`src/rtl/gscc_pkg.sv`:
```
// ----------------------------------------------------------------------------
// gscc_pkg
// Shared constants and types of the grid segment collision checker.
// ----------------------------------------------------------------------------
package gscc_pkg;

   localparam int MAP_DIM = 256;
   localparam int DIM_W   = $clog2(MAP_DIM);
   localparam int ADDR_W  = 2 * DIM_W;

   localparam logic [7:0] COST_LETHAL = 8'd254;

   // commands
   localparam logic [1:0] CMD_WRITE   = 2'd0;
   localparam logic [1:0] CMD_POINT   = 2'd1;
   localparam logic [1:0] CMD_SEGMENT = 2'd2;

   // register indexes
   localparam logic [2:0] CSR_MAP_VALID  = 3'd0;
   localparam logic [2:0] CSR_MAP_WIDTH  = 3'd1;
   localparam logic [2:0] CSR_MAP_HEIGHT = 3'd2;
   localparam logic [2:0] CSR_CELL_SIZE  = 3'd3;
   localparam logic [2:0] CSR_ORIGIN_X   = 3'd4;
   localparam logic [2:0] CSR_ORIGIN_Y   = 3'd5;

   // iteration counts of the shared unit
   localparam logic [5:0] SQRT_IT  = 6'd26;  // root of a 49-bit square sum
   localparam logic [5:0] STEPS_IT = 6'd25;  // root / cell size
   localparam logic [5:0] STEP_IT  = 6'd33;  // scaled step component
   localparam logic [5:0] CELL_IT  = 6'(DIM_W);
   localparam int SQRT_TOP_BIT     = 50;

   typedef struct packed {
      logic        start;
      logic        is_sqrt;
      logic [5:0]  iters;
      logic [63:0] num;
      logic [63:0] den;
   } arith_cmd_type;

   typedef struct packed {
      logic        done;
      logic [63:0] res;
   } arith_rsp_type;

   typedef struct packed {
      logic              we;
      logic [ADDR_W-1:0] waddr;
      logic [7:0]        wdata;
      logic [ADDR_W-1:0] raddr;
   } grid_port_type;

endpackage

```
`src/rtl/gscc_arith.sv`:
```
// ----------------------------------------------------------------------------
// gscc_arith
// Shared compare-subtract unit: restoring divide or integer square root,
// one bit per cycle.
// ----------------------------------------------------------------------------
module gscc_arith (
   input  logic                   clock,
   input  logic                   reset,
   input  gscc_pkg::arith_cmd_type cmd,
   output gscc_pkg::arith_rsp_type rsp
);

   localparam int SQRT_BIT_SHIFT = gscc_pkg::SQRT_TOP_BIT;

   logic        busy_ff;
   logic        done_ff;
   logic        sqrt_ff;
   logic [5:0]  cnt_ff;
   logic [63:0] rem_ff;
   logic [63:0] dsh_ff;
   logic [63:0] res_ff;
   logic [63:0] opnd;
   logic [63:0] diff;
   logic        ge;

   always_comb begin
      opnd = sqrt_ff ? (res_ff + dsh_ff) : dsh_ff;
      ge   = (rem_ff >= opnd);
      diff = rem_ff - opnd;
   end

   always_ff @(posedge clock) begin
      if (reset) begin
         busy_ff <= 1'b0;
         done_ff <= 1'b0;
      end else begin
         done_ff <= 1'b0;
         if (cmd.start) begin
            busy_ff <= 1'b1;
            sqrt_ff <= cmd.is_sqrt;
            cnt_ff  <= cmd.iters;
            rem_ff  <= cmd.num;
            res_ff  <= '0;
            if (cmd.is_sqrt) begin
               dsh_ff <= 64'(1) << SQRT_BIT_SHIFT;
            end else begin
               dsh_ff <= cmd.den << (cmd.iters - 6'd1);
            end
         end else if (busy_ff) begin
            if (ge) begin
               rem_ff <= diff;
            end
            if (sqrt_ff) begin
               res_ff <= ge ? ((res_ff >> 1) + dsh_ff) : (res_ff >> 1);
               dsh_ff <= dsh_ff >> 2;
            end else begin
               res_ff <= {res_ff[62:0], ge};
               dsh_ff <= dsh_ff >> 1;
            end
            cnt_ff <= cnt_ff - 6'd1;
            if (cnt_ff == 6'd1) begin
               busy_ff <= 1'b0;
               done_ff <= 1'b1;
            end
         end
      end
   end

   assign rsp.done = done_ff;
   assign rsp.res  = res_ff;

endmodule

```
`config.mk`:
```
export PLATFORM = sky130hd
export DESIGN_NAME = gscc_arith
export DESIGN_NICKNAME = d
export VERILOG_FILES = /design/src/rtl/gscc_pkg.sv /design/src/rtl/gscc_arith.sv
export SDC_FILE = /design/constraint.sdc
export NUM_CORES = 1
export LEC_CHECK = 0
export BUFFER_PORTS_ARGS = -buffer_cell sky130_fd_sc_hd__buf_2
export CAP_MARGIN = 20
export CORE_ASPECT_RATIO = 1.4
export CORE_UTILIZATION = 30
export DETAILED_ROUTE_END_ITERATION = 12
export GPL_TIMING_DRIVEN = 0
export PLACE_DENSITY = 0.44
export SETUP_SLACK_MARGIN = 0.3
export SYNTH_ARGS = -nofsm -noshare
export SYNTH_HDL_FRONTEND = slang
export SYNTH_SLANG_ARGS = --single-unit
```
`constraint.sdc`:
```
create_clock -name clock -period 9.49 [get_ports clock]
set_input_delay 0.4745 -clock clock [delete_from_list [all_inputs] [get_ports clock]]
set_output_delay 0.4745 -clock clock [all_outputs]
set_load 0.01 [all_outputs]
```
==> flow_metrics.py <==
metrics = {
    "sta": {
        "tcrit_tclk_final": 0.940,
        "max_freq_ghz": 0.112,
        "setup_viol_count_final": 0,
        "finalCriticalPeriod_ns": 8.92,
        "timing_worst_slew_pin_value_ns": 1.12,
        "slew_headroom": 0.252,
        "hold_viol": 0,
        "timing.hold.ws_ns": 0.141,
        "finalClockSkew_ns": 0.0163,
        "rsz_0062_raised_after_global_routing": "false",
        "drv_slew": 0,
    },
    "critical_path": {
        "worst_setup_slack_for_register_to_register_paths_ns": 0.57,
        "critPathCapture": "rem_ff[15]$_DFFE_PP_",
        "endpoint_of_the_lowest_slack_register_to_register_path": "rem_ff[15]$_DFFE_PP_",
        "timing.critical_path.mode_cell": "clkbuf_1",
        "crit_chain": "clkbuf_1, clkbuf_1, clkbuf_1, clkbuf_1, buf_8, clkbuf_1, a21oi_1, ha_1, clkbuf_1, and4_1, nand4_1, nor4_1, a31o_2, a211o_1, a21oi_1, nor2_1, buf_2, buf_2, a31o_4, buf_16",
        "critical_path.reg2reg.startpoint": "sqrt_ff$_DFFE_PP_",
        "timing.setup.critical_path_class": "flip-flop to flip-flop",
        "timing.critical_path.buf_inv": 10,
        "critical_path.slowest_cell": "nor4_1",
        "cp_slowest_stage_delay_ns": 0.93,
        "cp_num_cells": 20,
        "worst_setup_path_start_kind": "flip-flop",
        "worstPathMaxFanout": 39,
        "worst-r2r-cell-count": 20,
        "worstPathArrival_ns": 9.18,
        "critical_path_required_ns": 9.75,
        "timing.critical_path.max_delay_family": "buffers and inverters",
        "critical_path_origin": "sqrt_ff$_DFFE_PP_",
        "cp-end-kind": "flip-flop",
    },
    "synthesis": {
        "synthDistinctLibCells": 83,
        "asyncSetResetFlopFracSynth": 0,
        "post_synth_inst_count": 3196,
        "post_syn_area_per_cell_um2": 7.75,
        "mappedNetlistArea_um2": 24800,
        "synth.yosys.warnings": 0,
        "synth-seq-area-share": 0.243,
        "synth_largest_area_cell": "edfxtp_1",
        "syn-num-nets": 3530,
        "synth_common_cells": "nand2_1 (467), a21oi_1 (391), o21ai_0 (243), nor2_1 (231), edfxtp_1 (199)",
        "yosys.cell_count.top_type": "nand2_1",
        "synth-edff-count": 199,
        "synth_seq_cells": 201,
        "synth_ff_type": "edfxtp_1",
        "area_share_of_the_leading_cell_type_in_the_synthesized_netlist": 0.241,
        "synth_top_cells_by_area": "edfxtp_1 (24%), ha_1 (9.8%), a21oi_1 (7.9%), nand2_1 (7.1%), o21ai_0 (4.9%)",
    },
    "floorplanning": {
        "design.core.area_um2": 81800,
        "die_w_um": 245,
        "start_util": 0.303,
        "ioPinCount": 203,
        "die-area_um2": 83700,
        "die_y_um": 342,
        "placementRows": 124,
    },
    "cts": {
        "clock_tree_root_buffer_cell": "clkbuf_16",
        "max-clock-path-buffers": 3,
        "postCtsHoldBufs": 0,
        "cts_made_buffers": 25,
        "cts.sink_count": 201,
        "clk_latency_ns": 0.59,
        "cts.htree.levels": 1,
        "cts_post_setup_buffers_inserted": 0,
        "tritoncts": "built",
        "cts_resized": 0,
        "clk_transition_reported_paths_ns": 0.07,
    },
    "grt": {
        "globalRoute.totalOverflow": 0,
        "grt_pass1_vias": 25400,
        "grt.total_usage": 0.260,
        "grt_max_degree": 40,
        "grt_pass1_wl_um": 164000,
        "antenna_found_initial": 1,
    },
    "routing": {
        "drtAntennaViolNets": 0,
        "wl_um": 112000,
        "drt_iter0_drc": 2013,
        "post-route-drc-count": 0,
        "avgViaCountPerCell": 5.67,
        "wire_per_inst_um": 24.7,
        "detailedRoute.firstPassIterationCount": 5,
        "via_count": 25600,
    },
    "finish": {
        "final_core_util": 0.344,
        "final_layout_size_suffix_gt1_frac": 0.101,
        "finish.net_count": 3769,
        "flow.area_growth_from_synthesis_pct": 13.7,
        "multi_input_comb_area_um2": 17700,
        "instances_no_fill": 4523,
        "fillCellCount": 8846,
        "ff_latch_area_um2": 6020,
        "n_antenna_cell": 0,
    },
    "flow_run": {
        "maxCapViolCount": 0,
    },
    "placement": {
        "placedCellCount": 4479,
        "dp_hpwl_um": 93500,
        "routabilityCongestion": 0.958,
        "port_buffers": 201,
    },
    "power_and_ir_drop": {
        "vdd_ir_drop_max_mv": 0.128,
        "power_density_nw_per_um2": 189,
        "static-leakage-power_nw": 11.3,
    },
    "hold_path": {
        "hold_path_class": "input pin to flip-flop",
    },
    "outcome": {
        "outcome": "finished, final reports clean",
    },
}
-- through the flow --
| step | worst slack, ns | TNS [ns] | cell area (µm²) | total power, mW |
|---|---|---|---|---|
| 6_report | 0.574 | 0 | 28100 | 5.33 |
| 5_1_grt | 0.384 | 0 | 28100 | 5.66 |
| 4_1_cts | 0.460 | 0 | 28100 | 5.32 |
| 3_5_place_dp | 0.509 | 0 | 27300 | 4.29 |
| 3_3_place_gp | -2.45 | -377.81 | 27100 | 4.30 |
| 2_1_floorplan | 2.16 | 0 | 24800 | 3.31 |
-- worst min-delay path by stage --
stage	start	to	slack, ns	depth (start not counted)
after CTS	cmd[134]	sqrt_ff$_DFFE_PP_	0.12	1
after detailed placement	busy_ff$_SDFF_PP0_	done_ff$_SDFF_PP0_	0.57	1
after floorplan	busy_ff$_SDFF_PP0_	done_ff$_SDFF_PP0_	0.47	1
after global placement	busy_ff$_SDFF_PP0_	done_ff$_SDFF_PP0_	0.55	1
final	cmd[134]	sqrt_ff$_DFFE_PP_	0.14	1
after global routing	cmd[134]	sqrt_ff$_DFFE_PP_	0.14	1
-- state kept, by name (all words and copies together), names as in the netlist --
name and count:
busy_ff 1, dsh_ff 64, res_ff 64, done_ff 1, sqrt_ff 1, cnt_ff 6, rem_ff 64
-- cell type report --
class | instances | area share
inverter | 71 | 0.00947
multi-input combinational | 2723 | 0.629
buffer | 201 | 0.0278
tap | 1071 | 0.0476
timing repair buffer | 212 | 0.0432
clock buffer | 30 | 0.0236
sequential | 201 | 0.214
clock inverter | 14 | 0.00516
-- cells by family (layout without fill, tap and decap cells) --
family / count (synthesis) / after routing / share of synthesized area
adders and majority gates: 196 / 196 / 0.0999
AOI/OAI and AO/OA: 1159 / 1159 / 0.291
muxes: 132 / 132 / 0.0689
and+or+nand+nor: 1075 / 1075 / 0.198
DFF: 201 / 201 / 0.243
buffers and inverters: 272 / 528 / 0.0423
xor gates and xnor gates: 161 / 161 / 0.0569
-- report_power, final --
group	switching [mW]	total, mW	internal [mW]	leakage, nW
clock network	0.452	1.01	0.556	0.389
registers	0.114	1.26	1.14	1.95
logic	1.98	3.06	1.08	8.94
total	2.55	5.33	2.78	11.3
-- routing by layer --
metal | GRT usage | vias up | share of wire
met1 | 0.324 | 12300 | 0.43
met4 | 0.106 | 0 | 0.043
met5 | 0 | - | 0
met3 | 0.0202 | 169 | 0.037
met2 | 0.460 | 731 | 0.49
li1 | - | 12500 | -
-- cell usage in the layout, fill, tap and decap left out, types with 17 or more instances in the layout --
cell type  count
a211oi_1      37
a21o_1       108
a21oi_1      391
a22oi_1       17
a311oi_1      48
a31oi_1       34
and2_1        23
and3_1        31
buf_2        214
clkbuf_1     171
clkbuf_16     25
edfxtp_1     199
ha_1         193
inv_1         70
mux2_2        18
mux2i_1       85
mux4_2        29
nand2_1      467
nand2b_1      26
nand3_1       61
nand4_1       61
nor2_1       230
nor2b_1       75
nor3_1        47
o211ai_1      36
o21a_1        22
o21ai_0      243
o21bai_1      50
o22ai_1       58
o31ai_1       17
xnor2_1      104
xor2_1        57
No activity file was read; power rests on OpenSTA's default activity.
